--- config.mk ---
export PLATFORM = sky130hd
export DESIGN_NAME = swssb_front
export DESIGN_NICKNAME = d
export VERILOG_FILES = /design/src/design/swssb_pkg.sv /design/src/design/swssb_front.sv
export SDC_FILE = /design/constraint.sdc
export NUM_CORES = 1
export LEC_CHECK = 0
export ABC_CLOCK_PERIOD_IN_PS = 3100
export BUFFER_PORTS_ARGS = -buffer_cell sky130_fd_sc_hd__buf_2
export CAP_MARGIN = 5
export CORE_ASPECT_RATIO = 0.5
export CORE_MARGIN = 2
export CORE_UTILIZATION = 40
export DETAILED_ROUTE_END_ITERATION = 16
export PLACE_DENSITY = 0.66
export SLEW_MARGIN = 5
export SYNTH_ARGS = -nofsm -noshare
export SYNTH_HDL_FRONTEND = slang
export SYNTH_SLANG_ARGS = --single-unit
--- constraint.sdc ---
create_clock -name i_clk -period 3.1 [get_ports i_clk]
set_clock_uncertainty 0.1 [all_clocks]
set_input_delay 0.31 -clock i_clk [delete_from_list [all_inputs] [get_ports i_clk]]
set_output_delay 0.31 -clock i_clk [all_outputs]
set_load 0.03 [all_outputs]
--- src/design/swssb_pkg.sv ---
// Shared types and constants for the strided window sum, scale and bias block.
package swssb_pkg;
    localparam int FRAME_MAX_DEF  = 64;
    localparam int WINDOW_MAX_DEF = 16;
    localparam int REG_IDX_W      = 2;
    localparam int REG_DATA_W     = 8;
    localparam logic [REG_IDX_W-1:0] REG_WINDOW_LENGTH = 2'd0;
    localparam logic [REG_IDX_W-1:0] REG_STRIDE        = 2'd1;
    localparam logic [REG_IDX_W-1:0] REG_FRAME_SIZE    = 2'd2;
    localparam logic ACT_LOAD   = 1'b0;
    localparam logic ACT_SAMPLE = 1'b1;

    typedef enum logic [1:0] {
        T_ST_IDLE,
        T_ST_SUM,
        T_ST_MUL,
        T_ST_OUT
    } t_back_state;
endpackage

--- src/design/swssb_front.sv ---
// Front end: sample history writes, counters and job issue.
module swssb_front #(
    parameter int FRAME_MAX  = swssb_pkg::FRAME_MAX_DEF,
    parameter int WINDOW_MAX = swssb_pkg::WINDOW_MAX_DEF,
    parameter int FW = (FRAME_MAX > 1) ? $clog2(FRAME_MAX) : 1,
    parameter int SW = (WINDOW_MAX > 1) ? $clog2(WINDOW_MAX) : 1
) (
    input  logic        i_clk,
    input  logic        i_rst_n,
    input  logic [4:0]  i_window_length,
    input  logic [7:0]  i_stride,
    input  logic [6:0]  i_frame_size,
    input  logic        i_accept,
    input  logic        i_action,
    input  logic [15:0] i_sample,
    input  logic        i_end_of_sequence,
    output logic        o_hist_we,
    output logic [SW+FW-1:0] o_hist_addr,
    output logic [15:0] o_hist_data,
    output logic        o_job_valid,
    output logic [FW-1:0] o_job_feature,
    output logic [SW-1:0] o_job_slot,
    output logic [8:0]  o_job_len,
    output logic [15:0] o_job_frame
);
    import swssb_pkg::*;

    logic [FW-1:0] r_feat;
    logic [15:0]   r_frame;
    logic [7:0]    r_phase;
    logic [15:0]   r_outcnt;
    logic [SW-1:0] r_slot;
    logic [8:0]    wl;
    logic [7:0]    st;
    logic [10:0]   fs;
    logic [FW-1:0] f;
    logic          win_ok, emit, last_feat, smp;

    always_comb begin
        wl = {4'd0, i_window_length};
        if (wl == 9'd0) wl = 9'd1;
        if (wl > 9'(WINDOW_MAX)) wl = 9'(WINDOW_MAX);
        st = (i_stride == 8'd0) ? 8'd1 : i_stride;
        fs = {4'd0, i_frame_size};
        if (fs == 11'd0) fs = 11'd1;
        if (fs > 11'(FRAME_MAX)) fs = 11'(FRAME_MAX);
        f = r_feat;
        smp = i_accept && (i_action == ACT_SAMPLE);
        win_ok = ({1'b0, r_frame} + 17'd1) >= {8'd0, wl};
        emit = win_ok && (r_phase == 8'd0);
        last_feat = ({{(11-FW){1'b0}}, r_feat} + 11'd1) >= fs;
    end

    assign o_hist_we     = smp;
    assign o_hist_addr   = {r_slot, f};
    assign o_hist_data   = i_sample;
    assign o_job_valid   = smp && emit;
    assign o_job_feature = f;
    assign o_job_slot    = r_slot;
    assign o_job_len     = wl;
    assign o_job_frame   = r_outcnt;

    always_ff @(posedge i_clk) begin
        if (!i_rst_n) begin
            r_feat <= '0; r_frame <= '0; r_phase <= '0; r_outcnt <= '0; r_slot <= '0;
        end else if (smp) begin
            if (i_end_of_sequence) begin
                r_feat <= '0; r_frame <= '0; r_phase <= '0; r_outcnt <= '0; r_slot <= '0;
            end else if (last_feat) begin
                r_feat <= '0;
                if (emit) r_outcnt <= r_outcnt + 16'd1;
                if (win_ok) r_phase <= ((r_phase + 8'd1) >= st) ? 8'd0 : r_phase + 8'd1;
                if (r_frame != 16'hFFFF) r_frame <= r_frame + 16'd1;
                r_slot <= (32'(r_slot) + 1 >= WINDOW_MAX) ? '0 : r_slot + SW'(1);
            end else begin
                r_feat <= r_feat + FW'(1);
            end
        end
    end
endmodule

==> reports/qor.json <==
{
  "worstSetupStartpoint": "o_job_feature[0]$_SDFFE_PN0P_",
  "timing.max_cap.violations": 0,
  "synthCells": 500,
  "number_of_buffers_on_the_longest_clock_path": 2,
  "first_pass_grt_wire_length_mm": 14.7,
  "clock_sinks": 50,
  "post_route_cells_drive_above_1_share_pct": 25.9,
  "worst_pin_slew_ns": 0.796,
  "min_path_type": "primary input to flop",
  "top_level_ports": 104,
  "timing.setup.tns_ns": 0,
  "vias": 3659,
  "setup_violations": 0,
  "seq_area_frac_synth_pct": 25.9,
  "syn_avg_cell_area_um2": 7.72,
  "worstSetupEndpoint": "o_job_frame[3]$_SDFFE_PN0P_",
  "totalPowerFinal_uw": 1490,
  "synth-edff-count": 0,
  "dpl_cell_area_um2": 4190,
  "cts-buffers-inserted": 5,
  "place_hpwl_mm": 6.40,
  "first_iter_violations": 319,
  "worst_r2r_startpoint": "o_job_feature[0]$_SDFFE_PN0P_",
  "synth-async-reset-ratio_pct": 0,
  "cts.reportedPaths.clkPinSlew_ns": 0.06,
  "post_drt_via_cell_ratio": 5.32,
  "regToRegSetupSlack_ns": 0.14,
  "hold-worst-slack_ns": 0.240,
  "depth_of_the_most_critical_reg_to_reg_path": 12,
  "stdcell_area_um2": 4530,
  "layout_worst_path_cycle_share_pct": 95.4,
  "top_library_cells_by_usage_in_the_layout_fill_and_taps_aside": "sky130_fd_sc_hd__buf_2 (67), sky130_fd_sc_hd__nand2_1 (46), sky130_fd_sc_hd__dfxtp_1 (43)",
  "ant_nets": 0,
  "cts.root.buffer_cell": "sky130_fd_sc_hd__clkbuf_16",
  "grt_max_degree": 33,
  "drt_drc_violations_left": 0,
  "final_hold_viol_count": 0,
  "placeableCoreArea_um2": 9420,
  "placementRows": 25,
  "hold_depth": 2,
  "cts-hold-fix-buffers": 0,
  "timing_worst_setup_path_type": "flop to flop",
  "firstDrtPassIters": 6,
  "outcome": "finished, final reports clean",
  "crit_arrival_ns": 3.09,
  "dieArea_um2": 10500,
  "postRouteWirelength_mm": 9.17,
  "max_freq_mhz": 338,
  "power_per_cell_area_nw_per_um2": 330,
  "critical_path.reg2reg.endpoint": "o_job_frame[3]$_SDFFE_PN0P_",
  "layout_min_cycle_time_ns": 2.96,
  "gp_congestion": 0.805,
  "htreeDepth": 2,
  "synth.cell_area_um2": 3860,
  "worst-path-max-fanout": 7,
  "clk-insertion-delay-late_ns": 0.30,
  "yosysWarnings": 0,
  "antenna_found_initial": 0,
  "utilization_pct": 48.1,
  "leakagePower_uw": 0.00191,
  "final_nets": 620,
  "power.ir.vdd_worst_v": 0.000220,
  "synthDistinctLibCells": 62,
  "postSynth.topFlopCell": "sky130_fd_sc_hd__dfxtp_1",
  "worst-endpoint-required_ns": 3.23,
  "layout.cells.most_common": "sky130_fd_sc_hd__buf_2",
  "crit_path_start_kind": "flop",
  "cp-end-kind": "flop",
  "insertedDiodeCount": 0,
  "initial_core_util_pct": 41.0,
  "maxSlewHeadroom_pct": 46.4,
  "postSynthRegisterBits": 50,
  "die_w_um": 143,
  "port_buffers": 67,
  "tritoncts": "yes",
  "die_h_um": 73.5,
  "routed_wire_length_per_instance_um": 13.3,
  "syn2layout_area_growth_pct": 17.3,
  "grt_pass1_vias": 3134,
  "globalRoute.totalOverflow": 0,
  "grt_util_all_layers_pct": 17.2,
  "timing_max_transition_violations_final": 0
}
==> what timing repair did <==
action                                  in CTS  in global routing
setup buffers                                1                  8
pin swaps                                    1                  7
gates cloned                                 0                  2
resized for setup                            4                 22
endpoints found under the setup margin       3                 26
==> state kept, by name (all words and copies together) (netlist names) <==
signal / cells
o_job_feature: 6
o_job_slot: 4
o_job_frame: 16
r_frame: 16
r_phase: 8
==> cells by family (layout without fill, tap and decap cells) <==
logic type / after synthesis / in the layout / synth area share [%]
compound gates: 111 / 112 / 17.4
flops: 50 / 50 / 25.9
mux: 11 / 11 / 2.85
xor+xnor: 17 / 17 / 3.86
buf+inv: 78 / 127 / 11.7
fa+ha+maj: 26 / 26 / 8.43
other cells: 1 / 4 / 0.0972
simple gates: 206 / 206 / 29.7
==> through the flow <==
stage          setup slack, ns  std cells
5_1_grt                -0.0335        688
2_1_floorplan           0.0740        503
6_report                 0.142        688
3_5_place_dp           0.00927        670
3_3_place_gp            0.0816        670
4_1_cts                 0.0181        678
==> cells in the mapped netlist, types with 3 or more instances <==
| cell type | count | area, µm² |
|---|---|---|
| sky130_fd_sc_hd__dfxtp_1 | 50 | 1000 |
| sky130_fd_sc_hd__nand2_1 | 47 | 176 |
| sky130_fd_sc_hd__a21oi_1 | 42 | 210 |
| sky130_fd_sc_hd__nor2_1 | 39 | 146 |
| sky130_fd_sc_hd__buf_4 | 30 | 225 |
| sky130_fd_sc_hd__o21ai_0 | 30 | 150 |
| sky130_fd_sc_hd__ha_1 | 26 | 325 |
| sky130_fd_sc_hd__inv_1 | 21 | 78.8 |
| sky130_fd_sc_hd__clkbuf_1 | 18 | 67.6 |
| sky130_fd_sc_hd__nand3_1 | 18 | 90.1 |
| sky130_fd_sc_hd__nand2b_1 | 15 | 93.8 |
| sky130_fd_sc_hd__nand4_1 | 12 | 75.1 |
| sky130_fd_sc_hd__mux2i_1 | 11 | 110 |
| sky130_fd_sc_hd__and3_1 | 10 | 62.6 |
| sky130_fd_sc_hd__xnor2_1 | 10 | 87.6 |
| sky130_fd_sc_hd__nor4_1 | 9 | 56.3 |
| sky130_fd_sc_hd__or3_1 | 8 | 50.1 |
| sky130_fd_sc_hd__nor3_1 | 7 | 35.0 |
| sky130_fd_sc_hd__or4_1 | 7 | 52.6 |
| sky130_fd_sc_hd__xor2_1 | 7 | 61.3 |
| sky130_fd_sc_hd__a31oi_1 | 5 | 31.3 |
| sky130_fd_sc_hd__and2_1 | 5 | 31.3 |
| sky130_fd_sc_hd__nor3_2 | 5 | 50.1 |
| sky130_fd_sc_hd__a211o_1 | 4 | 35.0 |
| sky130_fd_sc_hd__buf_2 | 4 | 20.0 |
| sky130_fd_sc_hd__nand3b_1 | 4 | 30.0 |
| sky130_fd_sc_hd__nor2b_1 | 4 | 25.0 |
| sky130_fd_sc_hd__o21a_1 | 4 | 30.0 |
| sky130_fd_sc_hd__o21ai_1 | 4 | 20.0 |
| sky130_fd_sc_hd__or4b_1 | 3 | 30.0 |
==> power by group <==
part,internal [µW],switching (µW)
Combinational,74.8,125
Sequential,644,3.92
Clock,399,246
==> metal layers <==
metal / vias up / share of wire [%] / routed length, µm / global-route usage [%]
met5: - / 0 / 0 / 0
li1: 1868 / - / - / -
met2: 114 / 46 / 4200 / 28.1
met3: 12 / 6.1 / 561 / 3.91
met4: 0 / 0.96 / 88 / 4.07
met1: 1665 / 47 / 4320 / 23.2
==> worst max-delay path, cell delays in order (launching register included) <==
cell	delay (ns)
sky130_fd_sc_hd__dfxtp_4	0.38
sky130_fd_sc_hd__ha_2	0.19
sky130_fd_sc_hd__nand3_2	0.11
sky130_fd_sc_hd__xnor2_1	0.15
sky130_fd_sc_hd__ha_1	0.30
sky130_fd_sc_hd__and4_1	0.19
sky130_fd_sc_hd__o21ai_1	0.07
sky130_fd_sc_hd__o21ai_2	0.25
sky130_fd_sc_hd__and2_4	0.20
sky130_fd_sc_hd__o21ai_2	0.08
sky130_fd_sc_hd__clkbuf_16	0.20
sky130_fd_sc_hd__or4_1	0.50
sky130_fd_sc_hd__a21oi_2	0.16
==> area by class of cell <==
class | instances | area, µm²
multi-input cells | 376 | 2490
fillers | 925 | 4890
repair buffers | 98 | 602
inverters | 22 | 82.6
flip-flops and latches | 50 | 1010
clock buffers | 6 | 139
clock inverters | 1 | 30.0
well taps | 135 | 169
==> worst min path at each step <==
stage,start,slack (ns),to
2_1_floorplan,i_rst_n,0.33,o_job_slot[3]$_SDFFE_PN0P_
3_3_place_gp,o_job_frame[15]$_SDFFE_PN0P_,0.35,o_job_frame[15]$_SDFFE_PN0P_
3_5_place_dp,o_job_frame[15]$_SDFFE_PN0P_,0.36,o_job_frame[15]$_SDFFE_PN0P_
4_1_cts,i_rst_n,0.24,r_frame[11]$_SDFFE_PN0P_
5_1_grt,i_rst_n,0.24,o_job_slot[3]$_SDFFE_PN0P_
6_report,i_rst_n,0.24,o_job_slot[3]$_SDFFE_PN0P_
Power figures use the tool's default switching activity.
