===== config.mk =====
export PLATFORM = sky130hd
export DESIGN_NAME = swssb_jobq
export DESIGN_NICKNAME = d
export VERILOG_FILES = /design/src/design/swssb_jobq.sv
export SDC_FILE = /design/constraint.sdc
export NUM_CORES = 1
export LEC_CHECK = 0
export ABC_AREA = 1
export BUFFER_PORTS_ARGS = -buffer_cell sky130_fd_sc_hd__buf_4
export CAP_MARGIN = 20
export CORE_ASPECT_RATIO = 0.9
export CORE_MARGIN = 5
export CORE_UTILIZATION = 33
export DETAILED_ROUTE_END_ITERATION = 7
export HOLD_SLACK_MARGIN = 0.12
export PLACE_DENSITY_LB_ADDON = 0.12
export SYNTH_ARGS = -nofsm -noshare
export SYNTH_HDL_FRONTEND = slang
export SYNTH_SLANG_ARGS = --single-unit

===== constraint.sdc =====
create_clock -name i_clk -period 2.15 [get_ports i_clk]
set_input_delay 0.43 -clock i_clk [delete_from_list [all_inputs] [get_ports i_clk]]
set_output_delay 0.43 -clock i_clk [all_outputs]
set_load 0.005 [all_outputs]

===== src/design/swssb_jobq.sv =====
// Short job queue between front and back ends.
module swssb_jobq #(
    parameter int WIDTH = 8,
    parameter int DEPTH = 4
) (
    input  logic             i_clk,
    input  logic             i_rst_n,
    input  logic             i_push,
    input  logic [WIDTH-1:0] i_data,
    output logic             o_full,
    input  logic             i_pop,
    output logic             o_empty,
    output logic [WIDTH-1:0] o_data
);
    localparam int AW = (DEPTH > 1) ? $clog2(DEPTH) : 1;
    logic [WIDTH-1:0] r_mem [DEPTH];
    logic [AW-1:0] r_wp, r_rp;
    logic [AW:0]   r_cnt;

    assign o_full  = (32'(r_cnt) == DEPTH);
    assign o_empty = (r_cnt == '0);
    assign o_data  = r_mem[r_rp];

    always_ff @(posedge i_clk) begin
        if (i_push && !o_full) r_mem[r_wp] <= i_data;
        if (!i_rst_n) begin
            r_wp <= '0; r_rp <= '0; r_cnt <= '0;
        end else begin
            if (i_push && !o_full)
                r_wp <= (32'(r_wp) == DEPTH - 1) ? '0 : r_wp + AW'(1);
            if (i_pop && !o_empty)
                r_rp <= (32'(r_rp) == DEPTH - 1) ? '0 : r_rp + AW'(1);
            r_cnt <= r_cnt + (AW+1)'(i_push && !o_full) - (AW+1)'(i_pop && !o_empty);
        end
    end
endmodule


==> results.txt, run 1 <==
#FFs+latches synth - 41
Pins Over Slew Limit - 0
DR vias - 1107
port buffer count - 21
startpoint types - register
hold_ws - 344 ps
syn_nets - 162
core area - 4890 um2
Netlist Area Pre-Place - 1680 um2
layout cells sized above 1 - 21.8%
clock-pin slew on the worst setup and hold paths - 70 ps
FP Rows - 24
final setup skew - 4.78 ps
PwrDens - 1160 nW/um2
WP data required - 2330 ps
worst-skew pair later-pin latency - 280 ps
Ports - 22
DP Wirelength - 2350 um
largest net degree at the start of global routing - 17
Critical Path Most Common Cell - nor2_1
post-cts gate resize count - 0
Tot Pwr - 2.34 mW
cells along the critical path - nor2_1 -> nand2_1 -> inv_1 -> nor2_1 -> ha_1 -> inv_1 -> ha_1 -> fa_1 -> nor2_1 -> nor2_1
fin crit period - 1920 ps
Synth Instances - 142
Yosys warnings - 0
Num CTS Buffers - 5
Peak VDD IR - 0.000397 V
Iteration-0 DRC Markers - 49
Slew HR - 75.7%
clk buf depth - 2
CTS root buffer - clkbuf_8
H-tree levels - 2
critical path endpoint category - register
initial core utilization - 34.4%
status - finished clean
Area Growth Syn to Fin - 19.9%
antenna-violating nets left - 0
hold buffers post-CTS - 0
WS Path Type - reg2reg
Final setup viols - 0
global-route wire length before repair - 5440 um
Placed Cells incl. Taps - 231
initial antenna violation count - 0
Post-CTS Setup Bufs - 0
Die ar. - 6630 um2
vias in the first global route - 1160
via density per instance - 4.63
Num Clock Sinks - 41
fin crit share - 89.1%
part of the Yosys area used for sequential elements - 67.8%
Die Wd - 85.3 um
DRC violations left - 0
final hold vios - 0
RSZ-0062 raised after global routing - false
Setup TNS Final - 0 ps
crit-path max cell delay - 390 ps
Die Ht - 77.7 um
DR pass1 iterations - 4
synth unique cells - 20
CTS tree - built
GRT Resource Usage Total - 10.9%
Nets - 193
final WL - 3390 um
Final Non-Filler Cells - 239
Crit Path Max Fanout - 5
Placer Congestion - 0.755
max-cap violation count - 0
Worst Hold Class - in2reg
leak pwr - 0.813 nW
grt ovf - 0
ant diodes - 0
syn avg cell area - 11.9 um2
fmax - 522 MHz
CP arrival - 2100 ps
Worst Max-Slew Pin Slew - 363 ps
WL/cell - 14.2 um
CP max-delay cell - fa_1
==> final timing paths <==
path,start,endpoint,slack (ps),cells after the start
worst min-delay path,i_data[2],r_mem[3][2],340,1
worst max-delay path,r_cnt[1],r_cnt[2],230,10
worst min register to register,r_rp[0],r_rp[0],560,2
worst max register to register,r_cnt[1],r_cnt[2],230,10
==> registers in the layout, indices dropped and copies added (netlist names), named ones only <==
signal,count
r_mem,32
r_cnt,3
r_rp,2
r_wp,2
==> critical path, delay by kind of cell, from the launching register on <==
family                     cells  cell delay (ps)
and+or+nand+nor                5              520
buffers and inverters          2              140
adders and majority gates      3              830
DFF                            1              340
==> placed cells by master (no fill, tap or decap), drive strengths merged <==
master,instances
a21oi,2
nand3,1
nand2,13
ha,7
or2,1
fa,1
xnor2,1
o21ai,16
nor2,31
inv,17
buf,26
clkbuf,8
edfxtp,32
dfxtp,9
nand3b,1
o22ai,8
==> report_power, final <==
part	switching [mW]	leakage (nW)	internal, mW
clock network	0.239	0.0395	0.231
registers	0.0784	0.368	0.991
logic	0.447	0.406	0.354
==> cells by family after synthesis <==
family,after synthesis,synth area share [%]
DFF,41,67.8
adders and majority gates,8,6.39
AOI/OAI and AO/OA,26,8.77
xor gates and xnor gates,1,0.521
and+or+nand+nor,47,11.4
buffers and inverters,19,5.13
==> area by class of cell <==
cell class | instances | area [um2]
Timing Repair Buffer | 26 | 195
Fill cell | 455 | 2880
Sequential cell | 41 | 1140
Multi-Input combinational cell | 82 | 455
Inverter | 17 | 63.8
Clock buffer | 8 | 80.1
Tap cell | 65 | 81.3
==> cell usage after synthesis, drive strengths merged <==
cell	instances	share of area, %
nand2	13	3.0
o21ai	16	5.2
nand3b	1	0.45
o22ai	8	3.0
ha	7	5.2
fa	1	1.2
buf	2	1.3
a21oi	2	0.59
dfxtp	9	11
xnor2	1	0.52
inv	17	3.8
or2	1	0.37
nand3	1	0.30
edfxtp	32	57
nor2	31	7.2
==> routing by layer <==
metal  track usage (%)  up-vias  wire (um)
li1                  -      543          -
met1              12.7      543       1530
met2              18.9       13       1700
met3              2.86        8        101
met4              4.27        0         57
met5                 0        -          0
==> metrics by stage <==
| stage | util, % | cell area, um2 | worst slack (ps) |
|---|---|---|---|
| 2_1_floorplan | - | 1680 | 384 |
| 3_3_place_gp | 39.6 | 1940 | 356 |
| 3_5_place_dp | 39.6 | 1940 | 246 |
| 4_1_cts | 41.2 | 2020 | 193 |
| 5_1_grt | 41.2 | 2020 | 53.1 |
| 6_report | 41.2 | 2020 | 234 |
(Power assumes the default switching activity.)
==> run 2, diff against run 1 <==
--- a/config.mk
+++ b/config.mk
@@ -6,5 +6,4 @@
 export NUM_CORES = 1
 export LEC_CHECK = 0
-export ABC_AREA = 1
 export BUFFER_PORTS_ARGS = -buffer_cell sky130_fd_sc_hd__buf_4
 export CAP_MARGIN = 20
==> constraint.sdc (replaced) <==
create_clock -name i_clk -period 2.15 [get_ports i_clk]
set_input_delay 0.215 -clock i_clk [delete_from_list [all_inputs] [get_ports i_clk]]
set_output_delay 0.215 -clock i_clk [all_outputs]
set_load 0.005 [all_outputs]
==> run 2 against run 1 <==
Utilization increased by 2.1 points. Combinational power decreased by 25%. Global-route usage decreased by 1.8 points. Flip-flop and latch count unchanged. Non-clock buffer count increased by 7. Total power decreased by 3.6%. Die area decreased by 1.2%. Count of clock-buffer cells in the layout decreased by 3. Fmax decreased by 7.1%. Register-to-register slack got worse by 150 ps. Highest routed layer unchanged.
==> results.txt, run 2 <==
critical path endpoint category - register
Largest regs - r_mem x32, r_cnt x3
Worst Max-Slew Pin Slew - 457 ps
Iteration-0 DRC Markers - 33
DR pass1 iterations - 4
post-synth top area share - 57.9%
syn avg cell area - 17.5 um2
post-synthesis mux area share - 12.1%
final WL - 2770 um
Yosys warnings - 0
#FFs+latches synth - 41
Setup WS post-layout - 87.3 ps
fmax - 485 MHz
Num CTS Buffers - 5
port buffer count - 21
Post-Synth XOR/XNOR Area - 1.06%
status - finished clean
clock-pin slew on the worst setup and hold paths - 70 ps
largest net degree at the start of global routing - 14
fin crit period - 2060 ps
Final Non-Filler Cells - 197
dominant synthesized flop cell - edfxtp_1
Placed Cells incl. Taps - 180
most common library cells after synthesis - edfxtp_1 (32), dfxtp_1 (9), mux4_2 (8)
clk buf depth - 2
initial antenna violation count - 0
antenna-violating nets left - 0
layout cells sized above 1 - 37.9%
WL/cell - 14.1 um
Pins Over Slew Limit - 0
max reg flops - 32
FP Rows - 24
Worst Hold Class - in2reg
WS Path Type - reg2reg
pre-CTS setup slack - 37.6 ps
DRC violations left - 0
worst-skew pair later-pin latency - 290 ps
Peak VDD IR - 0.000295 V
final setup skew - 8.24 ps
Adder-Cell Fraction of Synth Area - 6.49%
largest family of logic cells by synthesized area - multiplexers
cell with the most instances after synthesis - edfxtp_1
core area - 4860 um2
most common cell after layout, fill and taps aside - edfxtp_1
PwrDens - 1070 nW/um2
Num Clock Sinks - 41
Die ar. - 6550 um2
Tot Pwr - 2.26 mW
CP arrival - 2240 ps
max-cap violation count - 0
WP data required - 2330 ps
initial core utilization - 34.1%
Most flops, register - r_mem
Compound-Gate Fraction of Synth Area - 1.36%
part of the Yosys area used for sequential elements - 68.8%
asr flop ratio synth - 0%
most frequent cells in the layout - edfxtp_1 (32), buf_4 (26), mux4_2 (8)
number of synthesized flops with an enable pin - 32
GRT Resource Usage Total - 9.08%
Die Ht - 77.3 um
Area contributors post-synth - edfxtp_1 (58%), dfxtp_1 (11%), mux4_2 (11%)
Crit Path Max Fanout - 4
synth unique cells - 21
Placer Congestion - 0.762
final hold vios - 0
area share of and/or/nand/nor cells after synthesis - 7.24%
DR vias - 859
area leader, netlist - edfxtp_1
via density per instance - 4.36
Nets - 151
Area Growth Syn to Fin - 26.8%
Slew HR - 69.5%
Die Wd - 84.7 um
Netlist Area Pre-Place - 1660 um2
startpoint types - register
CTS tree - built
Final setup viols - 0
H-tree levels - 2
vias in the first global route - 886
CTS root buffer - clkbuf_8
Synth Instances - 95
global-route wire length before repair - 4430 um
DP Wirelength - 1890 um
leak pwr - 0.775 nW
syn_nets - 115
grt ovf - 0
fin crit share - 95.9%
Ports - 22
ant diodes - 0
final core utilization - 43.3%
-- run 2: cell types whose count changed in the layout (fill, tap and decap cells not counted), moves of 3 or more --
cell and delta:
dlygate4sd3_1 +7, nor2_1 -27, dfxtp_1 -3, nand2_1 -6, mux4_2 +8, and2_2 +3
clkbuf_1 -3, inv_1 -9, o21ai_0 -10, o22ai_1 -8, and2_1 +4, dfxtp_2 +3
-- run 2: what timing repair did --
item | 4_1_cts | 5_1_grt
hold endpoints to repair | 27 | 0
hold buffers | 7 | 0
endpoints found under the setup margin | 0 | 1
buffers inserted | 0 | 2
gates resized for setup | 0 | 4
-- run 2: layout make-up --
type	count	area (um2)
clock buffers	5	68.8
clock inverters	3	41.3
fillers	473	2760
inverters	7	26.3
multi-input cells	43	477
flip-flops and latches	41	1140
well taps	65	81.3
repair buffers	33	265
-- run 2: critical path, stage by stage (launching register included) --
cell and delay (ps):
dfxtp_2 350, nor3b_4 160, nor2b_2 130, inv_1 50
ha_1 260, inv_1 40, ha_1 180, fa_1 370
xnor2_1 150, xnor2_1 120, and2_1 150
-- run 2: logic make-up after synthesis --
kind of cell    Yosys count
compound gates            3
xor+xnor                  2
buf+inv                  11
simple gates             20
flops                    41
mux                      10
fa+ha+maj                 8
-- run 2: path summary, 6_finish.rpt --
path	startpoint	slack (ps)	endpoint	depth (start not counted)
worst max-delay path	r_cnt[2]	90	r_cnt[2]	10
worst min-delay path	i_data[5]	140	r_mem[3][5]	1
worst max register to register	r_cnt[2]	90	r_cnt[2]	10
worst min register to register	r_wp[1]	500	r_wp[1]	2
-- run 2: layer usage --
metal	vias to the layer above	wire length (um)	share of wire (%)	track usage, %
met5	-	0	0	0
met4	0	50	1.8	3.80
met3	7	124	4.5	3.64
met2	14	1400	51	14.5
met1	421	1190	43	10.8
li1	417	-	-	-
-- run 2: per-stage QoR --
step	TNS (ps)	hold slack, ps	instance area [um2]
2_1_floorplan	0	314	1660
3_3_place_gp	0	416	1900
3_5_place_dp	0	421	1900
4_1_cts	0	123	2080
5_1_grt	-26.3	123	2100
6_report	0	136	2100
-- run 2: power breakdown --
group | internal [mW] | switching, mW
Sequential | 0.978 | 0.0783
Clock | 0.342 | 0.257
Combinational | 0.359 | 0.242
==> run 3, diff against run 2 <==
- BUFFER_PORTS_ARGS: -buffer_cell sky130_fd_sc_hd__buf_4 -> -buffer_cell sky130_fd_sc_hd__buf_2
==> run 3 against run 2 <==
Sequential share of layout area is 4.1 points higher. Critical path type unchanged. Flip-flop and latch count stayed put. Via count is 3.0% lower. Count of clock-buffer cells in the layout is 1 higher. First-iteration DRC count is 39% lower. Cell area is 7.0% lower. Clock skew is 5.8 ps lower. Combinational power is 12% lower.
==> results.txt, run 3 (synthesized netlist as in run 2, its figures left out) <==
status - finished clean
H-tree levels - 2
CP startpoint - r_cnt[2]
WS Path Type - reg2reg
worst-skew pair later-pin latency - 290 ps
final WL - 2720 um
clk buf depth - 2
DP Wirelength - 1870 um
max reg flops - 32
Setup TNS Final - 0 ps
DR vias - 833
CTS root buffer - clkbuf_8
most common cell after layout, fill and taps aside - edfxtp_1
WP data required - 2330 ps
DR pass1 iterations - 3
most frequent cells in the layout - edfxtp_1 (32), buf_2 (21), mux4_2 (8), inv_1 (7), ha_1 (7)
Iteration-0 DRC Markers - 20
R2R setup slack - 130 ps
ant diodes - 0
initial antenna violation count - 0
port buffer count - 21
Num Clock Sinks - 41
GRT Resource Usage Total - 9.04%
Area Growth Syn to Fin - 17.9%
startpoint types - register
vias in the first global route - 891
cells along the critical path - o31ai_2 -> inv_1 -> ha_1 -> inv_1 -> ha_1 -> fa_2 -> xnor2_1 -> xnor2_1 -> and2_1
Post-CTS Setup Bufs - 0
final hold vios - 0
Ports - 22
DRC violations left - 0
FP Rows - 24
Peak VDD IR - 0.000462 V
via density per instance - 4.43
leak pwr - 0.718 nW
RSZ-0062 raised after global routing - false
CP arrival - 2200 ps
critical path endpoint category - register
Worst Hold Class - in2reg
WL/cell - 14.5 um
Num CTS Buffers - 5
PwrDens - 1110 nW/um2
Most flops, register - r_mem
R2R depth - 9
Tot Pwr - 2.16 mW
crit path capture - r_cnt[2]
fin crit period - 2020 ps
Die Wd - 84.7 um
design area - 1960 um2
clock-pin slew on the worst setup and hold paths - 70 ps
Slew HR - 68.1%
antenna-violating nets left - 0
layout cells sized above 1 - 39.0%
crit-path max cell delay - 350 ps
fin crit share - 93.8%
max-cap violation count - 0
global-route wire length before repair - 4270 um
post-cts gate resize count - 0
Nets - 142
Die Ht - 77.3 um
hold buffers post-CTS - 0
Largest regs - r_mem x32, r_cnt x3
Reg-to-Reg End - r_cnt[2]
CP max-delay cell - dfxtp_2
grt ovf - 0
Placed Instance Area - 1840 um2
CTS tree - built
Worst Max-Slew Pin Slew - 478 ps
final setup skew - 2.46 ps
RR Startpoint - r_cnt[2]
fmax - 496 MHz
Crit Path Max Fanout - 4
Placer Congestion - 0.735
largest net degree at the start of global routing - 13
initial core utilization - 34.1%
Final setup viols - 0
Pins Over Slew Limit - 0
core area - 4860 um2
Die ar. - 6550 um2
-- run 3: per-stage QoR --
stage	worst slack [ps]	cells	hold slack, ps	util (%)
2_1_floorplan	47.5	95	314	-
3_3_place_gp	76.6	180	428	37.9
3_5_place_dp	46.6	180	434	37.9
4_1_cts	21.6	188	127	40.1
5_1_grt	21.9	188	127	40.2
6_report	133	188	138	40.2
-- run 3: final cells by class --
class | count | area, um2
Clock buffer | 6 | 72.6
Clock inverter | 2 | 33.8
Fill cell | 482 | 2910
Inverter | 7 | 26.3
Multi-Input combinational cell | 43 | 470
Sequential cell | 41 | 1140
Tap cell | 65 | 81.3
Timing Repair Buffer | 24 | 128
-- run 3: worst min-delay path by stage --
stage,startpoint,endpoint,cells past startpoint
after global routing,i_data[4],r_mem[3][4],1
after CTS,i_data[4],r_mem[3][4],1
after global placement,i_data[6],r_mem[0][6],1
after detailed placement,i_data[4],r_mem[3][4],1
final,i_data[4],r_mem[3][4],1
after floorplan,i_data[0],r_mem[0][0],0
-- run 3: report_power, final --
group          total [mW]  internal [mW]  switching, mW
sequential           1.05          0.978         0.0689
clock               0.587          0.342          0.244
combinational       0.530          0.292          0.238
-- run 3: critical path, delay by kind of cell (launching register included) --
family | cells | cell delay [ps]
buf+inv | 2 | 110
xor+xnor | 2 | 260
compound gates | 1 | 270
fa+ha+maj | 3 | 790
simple gates | 1 | 150
flops | 1 | 350
-- run 3: per-layer routing --
| metal | GRT usage [%] | routed length [um] | up-vias |
|---|---|---|---|
| li1 | - | - | 401 |
| met1 | 9.25 | 1110 | 410 |
| met2 | 15.5 | 1430 | 14 |
| met3 | 3.00 | 108 | 8 |
| met4 | 6.17 | 77 | 0 |
| met5 | 0 | 0 | - |
